<file path="src/hdl/cbu_pkg.sv">
// Shared types and constants of the bilinear 4:2:0 chroma upsampler.
package cbu_pkg;

  // Fixed widths set by the interface fields.
  localparam int CFG_BITS        = 13;
  localparam int CFG_IDX_BITS    = 1;
  localparam int POS_BITS        = 12;
  localparam int ROW_CNT_BITS    = 11;
  localparam int IN_BITS         = 12;
  localparam int SAMPLE_MAX_BITS = 15;
  localparam int HEIGHT_CAP      = 4096;

  // Depth of the queue between the front and the back.
  localparam int QUEUE_DEPTH     = 4;
  localparam int QUEUE_PTR_BITS  = 2;

  // Configuration register indexes.
  typedef enum logic [CFG_IDX_BITS-1:0] {
    CFG_OUT_WIDTH  = 1'b0,
    CFG_OUT_HEIGHT = 1'b1
  } cfg_idx_t;

  // Position of an output row or column relative to twice the input index:
  // one before, on it, or one after.
  typedef enum logic [1:0] {
    PH_PREV = 2'd0,
    PH_NEAR = 2'd1,
    PH_NEXT = 2'd2
  } phase_t;

  // One classified input item: its 2x2 neighborhood and the output window.
  typedef struct packed {
    logic [SAMPLE_MAX_BITS-1:0] v00;
    logic [SAMPLE_MAX_BITS-1:0] v01;
    logic [SAMPLE_MAX_BITS-1:0] v10;
    logic [SAMPLE_MAX_BITS-1:0] v11;
    logic [POS_BITS-1:0]        row_base;
    logic [POS_BITS-1:0]        col_base;
    phase_t                     rp_start;
    phase_t                     rp_end;
    phase_t                     cp_start;
    phase_t                     cp_end;
  } desc_t;

  // Handshake between the queue and its neighbors.
  typedef struct packed {
    logic full;
    logic nempty;
  } q_stat_t;

endpackage

</file>
<file path="src/hdl/cbu_queue.sv">
// Short descriptor queue between the front end and the back end.
module cbu_queue (
  input  logic             clk,
  input  logic             rst_n,
  input  logic             push,
  input  cbu_pkg::desc_t   wdata,
  input  logic             pop,
  output cbu_pkg::desc_t   rdata,
  output cbu_pkg::q_stat_t stat
);

  localparam int PW = cbu_pkg::QUEUE_PTR_BITS;
  localparam int DEPTH = cbu_pkg::QUEUE_DEPTH;

  cbu_pkg::desc_t  slots_r [DEPTH];
  logic [PW-1:0]   wr_ptr_r;
  logic [PW-1:0]   rd_ptr_r;
  logic [PW:0]     count_r;

  assign stat.full   = (count_r == (PW+1)'(DEPTH));
  assign stat.nempty = (count_r != '0);
  assign rdata       = slots_r[rd_ptr_r];

  always_ff @(posedge clk) begin
    if (push) begin
      slots_r[wr_ptr_r] <= wdata;
    end
  end

  always_ff @(posedge clk) begin
    if (!rst_n) begin
      wr_ptr_r <= '0;
      rd_ptr_r <= '0;
      count_r  <= '0;
    end else begin
      if (push) begin
        wr_ptr_r <= wr_ptr_r + PW'(1);
      end
      if (pop) begin
        rd_ptr_r <= rd_ptr_r + PW'(1);
      end
      if (push && !pop) begin
        count_r <= count_r + (PW+1)'(1);
      end else if (pop && !push) begin
        count_r <= count_r - (PW+1)'(1);
      end
    end
  end

endmodule

</file>
<file path="config.mk">
export PLATFORM = sky130hd
export DESIGN_NAME = cbu_queue
export DESIGN_NICKNAME = d
export VERILOG_FILES = /design/src/hdl/cbu_pkg.sv /design/src/hdl/cbu_queue.sv
export SDC_FILE = /design/constraint.sdc
export NUM_CORES = 1
export LEC_CHECK = 0
export BUFFER_PORTS_ARGS = -buffer_cell sky130_fd_sc_hd__clkbuf_2
export CAP_MARGIN = 40
export CORE_MARGIN = 2
export CORE_UTILIZATION = 61
export CTS_CLUSTER_SIZE = 10
export DETAILED_ROUTE_END_ITERATION = 8
export GPL_TIMING_DRIVEN = 0
export PLACE_DENSITY = 0.84
export SKIP_CTS_REPAIR_TIMING = 1
export SYNTH_ARGS = -nofsm -noshare
export SYNTH_HDL_FRONTEND = slang
export SYNTH_SLANG_ARGS = --single-unit
</file>
<file path="constraint.sdc">
create_clock -name clk -period 10.6 [get_ports clk]
set_clock_uncertainty 0.1 [all_clocks]
set_input_delay 2.12 -clock clk [delete_from_list [all_inputs] [get_ports clk]]
set_output_delay 2.12 -clock clk [all_outputs]
set_load 0.01 [all_outputs]
</file>
==> results_tabular.tex <==
\begin{tabular}{lr}
\hline
Metric & Value \\
\hline
\multicolumn{2}{l}{\textbf{Floorplan}} \\
DIE AREA & 23710 um2 \\
Vertical die dimension & approximately 150 um \\
Area of the core & roughly 22000 um2 \\
Die X & roughly 150 um \\
Starting density of the core & 62.50\% \\
Top-level I/O count & 190 \\
Number of placement rows & 54 \\
\multicolumn{2}{l}{\textbf{Route}} \\
Antenna violation net count after detailed routing & 0 \\
Vias per cell & $\sim$6.0 \\
DRC & 0 \\
M1 WL & around 10000 um \\
Wire length after detailed routing & 25120 um \\
Highest signal layer in the routed design & met5 \\
DR WL met3 & between 1500 and 2000 um \\
Initial DRC Count & between 400 and 500 \\
Number of vias in the routed layout & $\sim$6300 \\
WL met2 & 12460 um \\
Pre-Repair DR Iteration Count & 4 \\
Detail-routed net length per standard cell & between 20 and 25 um \\
\multicolumn{2}{l}{\textbf{Timing}} \\
Max transition margin & roughly 47\% \\
Transition time at the pin with the least slew margin & between 700 and 800 ps \\
Setup TNS & 0 ps \\
Final count of hold timing violations & 0 \\
Period Utilization, post-route & a little over two fifths \\
Crit path time final & 4625 ps \\
Upper clock frequency limit & 0.2162 GHz \\
Final-report setup violation count & 0 \\
Max Slew Vio Count & 0 \\
Setup repair after global routing missed its margin & false \\
\multicolumn{2}{l}{\textbf{Hold path}} \\
Worst hold endpoint & wr\_ptr\_r[1] \\
Tightest Hold Check Type & reg -> reg \\
Min-Delay Startpoint & wr\_ptr\_r[1] \\
Hold depth & 2 \\
\multicolumn{2}{l}{\textbf{Global route}} \\
Combined global-route utilization of all metal layers & between 20\% and 30\% \\
Via count of the first global-routing pass & $\sim$6800 \\
Total congestion overflow after global routing & 0 \\
Initial antenna violation count & 3 \\
First-pass GRT wire length & around 38000 um \\
Largest net degree at the start of global routing & 52 \\
\multicolumn{2}{l}{\textbf{Setup path}} \\
Category of the worst setup path launch point & register \\
WP data required & 8380 ps \\
Reg-to-Reg Start & wr\_ptr\_r[1] \\
Flop-to-flop setup slack & about 8600 ps \\
Worst Path Arrival & between 2000 and 2500 ps \\
Type of destination of the critical path & output pin \\
Endpoint of the worst register-to-register path & slots\_r[1][48] \\
Worst-case reg-to-reg path depth & 4 \\
Crit-path max FO & 10 \\
Classification of the worst setup path & reg -> out \\
\multicolumn{2}{l}{\textbf{Clocking}} \\
Clock net sink count & between 300 and 400 \\
Worst-path clk slew & $\sim$50 ps \\
TritonCTS clock tree & yes \\
Clock latency at the later pin of the worst-skew pair & about 510 ps \\
Root Buffer & clkbuf\_16 \\
H-tree lvl count & 2 \\
CTS Buf Count & 43 \\
Max Root-Sink Buffers & 3 \\
\multicolumn{2}{l}{\textbf{Pwr}} \\
Switching power & 0.0007066 W \\
Share of power burned in the clock network & between 30\% and 40\% \\
Highest ir drop seen on vdd & about 0.19 mV \\
Part of the total power dissipated in sequential elements & a little over 50\% \\
Cell Pwr Density & 204.5 nW/um2 \\
Final Total Pwr & 0.003343 W \\
Static Leak & approximately 5.6 nW \\
Internal Power & around 0.0026 W \\
Switching share of power & 21.13\% \\
Relative contribution of combinational cells to total power & 9.7\% \\
\multicolumn{2}{l}{\textbf{Finish}} \\
Commonest cells after routing, fill and taps aside & 368 x edfxtp\_1, 189 x clkbuf\_2, 92 x mux4\_2 \\
Layout overhead on the synthesized area & 19.12\% \\
Net count reported at finish & roughly 860 \\
Fraction of final layout cells sized beyond drive strength 1 & 45.26\% \\
\# fillers & $\sim$1200 \\
Post-Route Utilization & between 70\% and 80\% \\
Most common cell after layout, fill and taps aside & edfxtp\_1 \\
Total inserted antenna cells & 0 \\
\multicolumn{2}{l}{\textbf{Synth}} \\
Yosys synthesis warning count & 0 \\
Post-synth net total & 625 \\
Area fraction in and, or, nand and nor cells after synthesis & less than 1\% \\
Number of synthesized register bits & roughly 380 \\
Combinational family with the most area after synthesis & multiplexers \\
Number of different library cells in the post-synthesis netlist & 19 \\
Mapped Area & 13720 um2 \\
Fraction of the yosys area taken by sequential cells & roughly 80\% \\
Share of the synthesized area in compound gates (AO/OA/AOI/OAI) & less than 1\% \\
Mean area per synthesized cell & about 26 um2 \\
Share of cell area taken by muxes after synthesis & 15.24\% \\
Synthesized-area fraction occupied by xor and xnor cells & 0.3191\% \\
Arithmetic-cell share of the synthesized area counting full adders, half adders and majority gates & less than 1\% \\
Cells after Synth & between 500 and 600 \\
\multicolumn{2}{l}{\textbf{Place}} \\
Post-detailed-placement half-perimeter wirelength & 14920 um \\
Routability Congestion & 0.7740 \\
Port buffer count & around 190 \\
\multicolumn{2}{l}{\textbf{Status}} \\
Run status & finished, final reports clean \\
\multicolumn{2}{l}{\textbf{Job}} \\
Max-Cap Viols & 0 \\
\hline
\end{tabular}
power groups by stage:
| stage | sequential (W) | combinational, W | clock (W) |
|---|---|---|---|
| after floorplan | 0.00176 | 0.000190 | 0 |
| after global placement | 0.00177 | 0.000307 | 0 |
| after detailed placement | 0.00176 | 0.000326 | 0 |
| after CTS | 0.00173 | 0.000329 | 0.00131 |
| after global routing | 0.00174 | 0.000346 | 0.00137 |
| final | 0.00173 | 0.000323 | 0.00129 |
per-layer routing:
metal,vias up,GRT usage (%)
met3,62,5.891
met1,3294,29.04
met4,6,6.053
li1,2721,-
met5,-,0
met2,253,35.64
logic make-up after synthesis:
| kind of cell | Yosys count |
|---|---|
| multiplexers | 94 |
| buffers and inverters | 24 |
| flip-flops | 377 |
| AND/OR/NAND/NOR | 15 |
| adder cells (fa/ha/maj) | 6 |
| AO/OA/AOI/OAI | 2 |
| XOR/XNOR | 5 |
flip-flops by register name, summed over array words and instances, names as in the netlist, named ones only:
| register | flops |
|---|---|
| wr_ptr_r | 2 |
| rd_ptr_r | 2 |
| count_r | 3 |
| slots_r | 368 |
worst max-delay path, cell delays in order (launching register included):
cell	delay (ps)
dfxtp_1	330
clkbuf_1	610
buf_2	420
mux4_2	360
clkbuf_2	160
cell type report:
cell class              count  area [um2]  share of cell area [%]
clock buffers              64        1207                   7.386
flip-flops and latches    377       11230                   68.70
multi-input cells         122        2333                   14.27
repair buffers            193        1056                   6.460
inverters                   4       15.01                 0.09185
plain buffers              20       153.9                  0.9415
well taps                 280       350.3                   2.143
synthesized netlist by cell type:
master,number,share of area (%)
a21boi_0,1,0.055
and2_1,9,0.41
buf_2,9,0.33
buf_6,9,0.74
clkbuf_1,2,0.055
dfxtp_1,9,1.3
edfxtp_1,368,81
fa_1,1,0.15
ha_1,5,0.46
inv_1,4,0.11
mux2i_1,2,0.15
mux4_2,92,15
nand2_1,1,0.027
nor2b_1,2,0.091
nor3b_1,1,0.055
o21ai_0,1,0.036
or3_1,2,0.091
xnor2_1,2,0.13
xor2_1,3,0.19
how the worst max path moves through the flow:
stage / startpoint / endpoint / slack [ps] / cells after the start
after floorplan: push / slots_r[0][0] / 5790 / 1
after global placement: push / slots_r[2][70] / 4170 / 2
after detailed placement: register / rdata[29] / 6480 / 4
after CTS: register / rdata[29] / 5930 / 4
after global routing: register / rdata[29] / 5880 / 4
final: register / rdata[29] / 5970 / 4
stage by stage:
stage	instances	cell area [um2]	hold WS, ps	worst slack [ps]
6_report	1060	16350	504.2	5975
3_3_place_gp	992	15020	384.2	4170
3_5_place_dp	996	15140	424.2	6478
4_1_cts	1060	16350	503.6	5931
5_1_grt	1060	16350	531.4	5879
2_1_floorplan	523	13720	367.4	5789
Note: power is estimated with default switching activity, not from simulation.
