## config.mk

```make
export PLATFORM = sky130hd
export DESIGN_NAME = cbu_back
export DESIGN_NICKNAME = d
export VERILOG_FILES = /design/src/hdl/cbu_pkg.sv /design/src/hdl/cbu_back.sv
export SDC_FILE = /design/constraint.sdc
export NUM_CORES = 1
export LEC_CHECK = 0
export BUFFER_PORTS_ARGS = -buffer_cell sky130_fd_sc_hd__buf_2
export CAP_MARGIN = 5
export CORE_MARGIN = 10
export CORE_UTILIZATION = 45
export DETAILED_ROUTE_END_ITERATION = 10
export GPL_TIMING_DRIVEN = 0
export PLACE_DENSITY_LB_ADDON = 0.08
export SKIP_LAST_GASP = 1
export SYNTH_ARGS = -nofsm -noshare
export SYNTH_HDL_FRONTEND = slang
export SYNTH_SLANG_ARGS = --single-unit
```

## constraint.sdc

```tcl
create_clock -name clk -period 5.49 [get_ports clk]
set_clock_uncertainty 0.15 [all_clocks]
set_input_delay 1.098 -clock clk [delete_from_list [all_inputs] [get_ports clk]]
set_output_delay 1.098 -clock clk [all_outputs]
set_load 0.01 [all_outputs]
```

## src/hdl/cbu_pkg.sv

```systemverilog
// Shared types and constants of the bilinear 4:2:0 chroma upsampler.
package cbu_pkg;

  // Fixed widths set by the interface fields.
  localparam int CFG_BITS        = 13;
  localparam int CFG_IDX_BITS    = 1;
  localparam int POS_BITS        = 12;
  localparam int ROW_CNT_BITS    = 11;
  localparam int IN_BITS         = 12;
  localparam int SAMPLE_MAX_BITS = 15;
  localparam int HEIGHT_CAP      = 4096;

  // Depth of the queue between the front and the back.
  localparam int QUEUE_DEPTH     = 4;
  localparam int QUEUE_PTR_BITS  = 2;

  // Configuration register indexes.
  typedef enum logic [CFG_IDX_BITS-1:0] {
    CFG_OUT_WIDTH  = 1'b0,
    CFG_OUT_HEIGHT = 1'b1
  } cfg_idx_t;

  // Position of an output row or column relative to twice the input index:
  // one before, on it, or one after.
  typedef enum logic [1:0] {
    PH_PREV = 2'd0,
    PH_NEAR = 2'd1,
    PH_NEXT = 2'd2
  } phase_t;

  // One classified input item: its 2x2 neighborhood and the output window.
  typedef struct packed {
    logic [SAMPLE_MAX_BITS-1:0] v00;
    logic [SAMPLE_MAX_BITS-1:0] v01;
    logic [SAMPLE_MAX_BITS-1:0] v10;
    logic [SAMPLE_MAX_BITS-1:0] v11;
    logic [POS_BITS-1:0]        row_base;
    logic [POS_BITS-1:0]        col_base;
    phase_t                     rp_start;
    phase_t                     rp_end;
    phase_t                     cp_start;
    phase_t                     cp_end;
  } desc_t;

  // Handshake between the queue and its neighbors.
  typedef struct packed {
    logic full;
    logic nempty;
  } q_stat_t;

endpackage

```

## src/hdl/cbu_back.sv

```systemverilog
// Back end: interpolates each descriptor's output window, one sample a cycle if unstalled.
module cbu_back #(
  parameter int SAMPLE_BITS = 12
) (
  input  logic                          clk,
  input  logic                          rst_n,
  input  cbu_pkg::q_stat_t              q_stat,
  input  cbu_pkg::desc_t                q_rdata,
  output logic                          q_pop,
  output logic                          out_valid,
  input  logic                          out_stall,
  output logic [cbu_pkg::POS_BITS-1:0]  out_row,
  output logic [cbu_pkg::POS_BITS-1:0]  out_col,
  output logic [cbu_pkg::IN_BITS-1:0]   out_chroma_out,
  output logic                          out_run_last
);

  localparam int PB = cbu_pkg::POS_BITS;
  localparam int SW = SAMPLE_BITS + 4;

  cbu_pkg::desc_t  cur_r;
  logic            cur_v_r;
  cbu_pkg::phase_t rp_r;
  cbu_pkg::phase_t cp_r;

  logic out_free, emit, row_end, win_end, load;
  logic rn, rf, cn, cf;
  logic [SAMPLE_BITS-1:0] a, b, c, d;
  logic [SW-1:0] sum;

  logic              out_valid_r;
  logic [PB-1:0]     row_r, col_r;
  logic [SAMPLE_BITS-1:0] val_r;
  logic              last_r;

  // Select a neighborhood sample; a set flag picks the current row or column.
  function automatic logic [SAMPLE_BITS-1:0] pick(input cbu_pkg::desc_t ds,
                                                  input logic rsel, input logic csel);
    logic [SAMPLE_BITS-1:0] res;
    case ({rsel, csel})
      2'b11:   res = SAMPLE_BITS'(ds.v11);
      2'b10:   res = SAMPLE_BITS'(ds.v10);
      2'b01:   res = SAMPLE_BITS'(ds.v01);
      default: res = SAMPLE_BITS'(ds.v00);
    endcase
    return res;
  endfunction

  assign out_free = !out_valid_r || !out_stall;
  assign emit     = cur_v_r && out_free;
  assign row_end  = (cp_r == cur_r.cp_end);
  assign win_end  = row_end && (rp_r == cur_r.rp_end);
  assign load     = q_stat.nempty && (!cur_v_r || (emit && win_end));
  assign q_pop    = load;

  always_comb begin
    rn  = (rp_r != cbu_pkg::PH_PREV);
    rf  = (rp_r != cbu_pkg::PH_NEAR);
    cn  = (cp_r != cbu_pkg::PH_PREV);
    cf  = (cp_r != cbu_pkg::PH_NEAR);
    a   = pick(cur_r, rn, cn);
    b   = pick(cur_r, rn, cf);
    c   = pick(cur_r, rf, cn);
    d   = pick(cur_r, rf, cf);
    // 9a + 3b + 3c + d
    sum = (SW'(a) << 3) + SW'(a) + (SW'(b) << 1) + SW'(b)
        + (SW'(c) << 1) + SW'(c) + SW'(d);
  end

  always_ff @(posedge clk) begin
    if (!rst_n) begin
      cur_v_r <= 1'b0;
    end else if (load) begin
      cur_v_r <= 1'b1;
    end else if (emit && win_end) begin
      cur_v_r <= 1'b0;
    end
  end

  always_ff @(posedge clk) begin
    if (load) begin
      cur_r <= q_rdata;
      rp_r  <= q_rdata.rp_start;
      cp_r  <= q_rdata.cp_start;
    end else if (emit) begin
      if (row_end) begin
        cp_r <= cur_r.cp_start;
        rp_r <= cbu_pkg::phase_t'(rp_r + 2'd1);
      end else begin
        cp_r <= cbu_pkg::phase_t'(cp_r + 2'd1);
      end
    end
  end

  always_ff @(posedge clk) begin
    if (!rst_n) begin
      out_valid_r <= 1'b0;
    end else if (out_free) begin
      out_valid_r <= emit;
    end
  end

  always_ff @(posedge clk) begin
    if (emit) begin
      row_r  <= cur_r.row_base + PB'(rp_r) - PB'(1);
      col_r  <= cur_r.col_base + PB'(cp_r) - PB'(1);
      val_r  <= SAMPLE_BITS'((sum + SW'(8)) >> 4);
      last_r <= win_end;
    end
  end

  assign out_valid      = out_valid_r;
  assign out_row        = row_r;
  assign out_col        = col_r;
  assign out_chroma_out = cbu_pkg::IN_BITS'(val_r);
  assign out_run_last   = last_r;

endmodule

```

==> impl_metrics.sql <==
INSERT INTO impl_metrics (metric_group, metric, value, unit) VALUES
('critical_path', 'cpMaxStageDelayCell', 'sky130_fd_sc_hd__edfxtp_1', ''),
('logic_synthesis', 'synth_fa_ha_area_frac', '0.220', ''),
('logic_synthesis', 'synthesis.nets', '966', ''),
('logic_synthesis', 'syn_area_per_cell', '11.2', 'sq um'),
('logic_synthesis', 'synthSimpleGateAreaFrac', '0.0704', ''),
('layout', 'stdcell_area', '10700', 'sq um'),
('logic_synthesis', 'count_leader_synth', 'sky130_fd_sc_hd__inv_1', ''),
('critical_path', 'crit_type', 'register to register', ''),
('logic_synthesis', 'yosys_register_bits', '121', ''),
('clocking', 'cts.clk_slew.worst_paths', '70', 'ps'),
('critical_path', 'critPathMaxStageDelay', '500', 'ps'),
('global_route', 'grt_util_met3', '0.0592', ''),
('timing', 'setup_viol', '0', ''),
('detailed_routing', 'detail-route-antenna-nets', '0', ''),
('clocking', 'largest_buffer_count_on_any_clock_path', '2', ''),
('logic_synthesis', 'post_synth_xor_area_fraction', '0.0364', ''),
('clocking', 'cts_root_buf', 'sky130_fd_sc_hd__clkbuf_16', ''),
('clocking', 'cts_inserted_buffers', '17', ''),
('layout', 'design.final.nets', '1145', ''),
('clocking', 'cts_sinks', '121', ''),
('layout', 'drive_gt1_frac', '0.304', ''),
('clocking', 'htree_num_levels', '4', ''),
('critical_path', 'critPathMostFrequentCell', 'sky130_fd_sc_hd__fa_1', ''),
('critical_path', 'worstSetupStartpointType', 'register', ''),
('logic_synthesis', 'synth_top_family_by_area', 'adder cells', ''),
('placement', 'dpl-instance-area', '9350', 'sq um'),
('global_route', 'globalRouteOverflowTotal', '0', ''),
('logic_synthesis', 'syn-instance-count', '754', ''),
('logic_synthesis', 'synth_largest_type_area_fraction', '0.424', ''),
('run', 'timing.max_cap.violations', '0', ''),
('critical_path', 'critical_path_required', '5520', 'ps'),
('global_route', 'met2_usage', '0.274', ''),
('timing', 'rsz0062_at_grt', 'true', ''),
('floorplan', 'die_width', '157', 'um'),
('critical_path', 'setup.worst_path.end_class', 'register', ''),
('logic_synthesis', 'synth.yosys.seq_area_share', '0.429', ''),
('critical_path', 'critical_path_arrival', '5440', 'ps'),
('clocking', 'cts_tree', 'done', ''),
('timing', 'timing_worst_slew_pin_value', '983', 'ps'),
('global_route', 'grt_max_degree', '80', ''),
('floorplan', 'start_util', '0.463', ''),
('timing', 'fmax', '185', 'MHz'),
('critical_path', 'cp_cell_sequence', 'inv_2 -> ha_4 -> inv_4 -> buf_6 -> a22oi_2 -> o21ai_2 -> o21ai_4 -> buf_6 -> inv_1 -> fa_1 -> fa_1 -> fa_1 -> inv_1 -> fa_1 -> inv_2 -> ha_4 -> nor2b_4 -> o21ai_2 -> a21boi_2 -> or2_1 -> a221o_1 -> xor2_1', ''),
('detailed_routing', 'route.final.wire_length', '22.1', 'mm'),
('logic_synthesis', 'synth.largest_area_cell', 'sky130_fd_sc_hd__edfxtp_1', ''),
('detailed_routing', 'drt_pre_antenna_iters', '5', ''),
('global_route', 'grt_pass1_vias', '6479', ''),
('logic_synthesis', 'asr_flop_ratio_synth', '0', ''),
('logic_synthesis', 'post_synthesis_cell_type_count', '61', ''),
('clocking', 'worst_skew_pair.late_latency', '420', 'ps'),
('detailed_routing', 'drt-vias-per-instance', '5.29', ''),
('outcome', 'run_status', 'complete, no violations', ''),
('floorplan', 'ios', '136', ''),
('placement', 'finalWeightedCongestion', '0.904', ''),
('floorplan', 'fp.coreArea', '18200', 'sq um'),
('global_route', 'grt_most_used_layer', 'met2', ''),
('detailed_routing', 'detailedRoute.firstIterationViolations', '424', ''),
('logic_synthesis', 'synth_mux_area_frac', '0.0399', ''),
('timing', 'timing_hold_violations_final', '0', ''),
('floorplan', 'die_h', '157', 'um'),
('layout', 'flow.area_growth_from_synthesis', '27.2', '%'),
('critical_path', 'crit_family', 'adder cells', ''),
('placement', 'port_buffers', '122', ''),
('floorplan', 'fp.dieArea', '24600', 'sq um'),
('logic_synthesis', 'syn-cell-area', '8430', 'sq um'),
('logic_synthesis', 'synth_compound_area_frac', '0.131', ''),
('global_route', 'wire_length_of_the_first_global_routing_pass', '34.6', 'mm'),
('detailed_routing', 'drc', '0', ''),
('critical_path', 'worstPathBufferInverterCount', '7', ''),
('placement', 'post-dp-hpwl', '16.6', 'mm'),
('timing', 'share_of_the_clock_period_used_by_the_worst_path', '0.987', '');
final timing paths:
check | start | to | slack [ps] | depth (start not counted)
setup / recovery | cp_r[0] | out_chroma_out[7] | 70 | 22
hold / removal | cur_v_r | out_valid | 390 | 2
setup reg to reg | cp_r[0] | out_chroma_out[7] | 70 | 22
hold reg to reg | cur_v_r | out_valid | 390 | 2
cell usage in the layout (no fill, tap or decap), types with 10 or more instances in the layout:
master,instances
sky130_fd_sc_hd__inv_1,129
sky130_fd_sc_hd__buf_2,123
sky130_fd_sc_hd__edfxtp_1,119
sky130_fd_sc_hd__fa_1,54
sky130_fd_sc_hd__ha_1,49
sky130_fd_sc_hd__nand2_1,42
sky130_fd_sc_hd__buf_4,36
sky130_fd_sc_hd__o21ai_0,34
sky130_fd_sc_hd__mux2i_1,25
sky130_fd_sc_hd__xnor2_1,23
sky130_fd_sc_hd__nor2_1,23
sky130_fd_sc_hd__a21oi_1,20
sky130_fd_sc_hd__clkbuf_16,17
sky130_fd_sc_hd__o21ai_2,13
sky130_fd_sc_hd__xor2_1,12
sky130_fd_sc_hd__o21a_1,12
sky130_fd_sc_hd__nor3_1,10
worst register-to-register path, cell delays in order, from the launching register on:
cell and delay [ps]:
sky130_fd_sc_hd__edfxtp_1 500, sky130_fd_sc_hd__inv_2 160, sky130_fd_sc_hd__ha_4 190, sky130_fd_sc_hd__inv_4 40, sky130_fd_sc_hd__buf_6 130, sky130_fd_sc_hd__a22oi_2 260
sky130_fd_sc_hd__o21ai_2 120, sky130_fd_sc_hd__o21ai_4 100, sky130_fd_sc_hd__buf_6 120, sky130_fd_sc_hd__inv_1 40, sky130_fd_sc_hd__fa_1 460, sky130_fd_sc_hd__fa_1 500
sky130_fd_sc_hd__fa_1 490, sky130_fd_sc_hd__inv_1 50, sky130_fd_sc_hd__fa_1 490, sky130_fd_sc_hd__inv_2 50, sky130_fd_sc_hd__ha_4 220, sky130_fd_sc_hd__nor2b_4 120
sky130_fd_sc_hd__o21ai_2 170, sky130_fd_sc_hd__a21boi_2 90, sky130_fd_sc_hd__or2_1 260, sky130_fd_sc_hd__a221o_1 320, sky130_fd_sc_hd__xor2_1 150
state kept, by name, summed over array words and instances, names as in the netlist:
register,cells
cp_r,2
cur_r,78
cur_v_r,1
out_chroma_out,12
out_col,12
out_row,12
out_run_last,1
out_valid,1
rp_r,2
logic make-up (layout without fill, tap and decap cells):
family / count (synthesis) / in the layout
and+or+nand+nor: 121 / 121
muxes: 33 / 33
xor gates and xnor gates: 35 / 35
other: 0 / 3
adders and majority gates: 115 / 115
buffers and inverters: 161 / 353
AOI/OAI and AO/OA: 168 / 168
DFF: 121 / 121
layout make-up:
cell class	count	area [sq um]
sequential	121	3610
inverter	139	534
fill	1531	7490
timing repair buffer	162	935
buffer	20	225
tap	229	287
clock inverter	15	164
multi-input combinational	472	4520
clock buffer	17	425
antenna	3	7.51
timing repair:
item | CTS | global route
setup endpoints to repair | 11 | 8
setup buffers | 14 | 25
resized for setup | 83 | 59
pin swaps | 8 | 38
per-stage QoR:
step,instances,hold slack (ps),setup TNS (ps),utilization,worst slack [ps]
global route,1176,452,-505,0.588,-153
detailed placement,1106,374,-6820,0.514,-911
global placement,1105,356,-6450,0.512,-894
finish,1178,387,0,0.588,71.8
floorplan,754,335,0,-,26.8
CTS,1151,393,0,0.565,9.39
per-layer routing:
layer  share of wire  vias to the layer above
met3           0.075                       24
li1                -                     2994
met2            0.46                      201
met5          0.0012                        -
met1            0.45                     3006
met4           0.011                        4
Power is not shown: default switching activity piles up to over one toggle a cycle in this logic, so the estimate is an artifact.
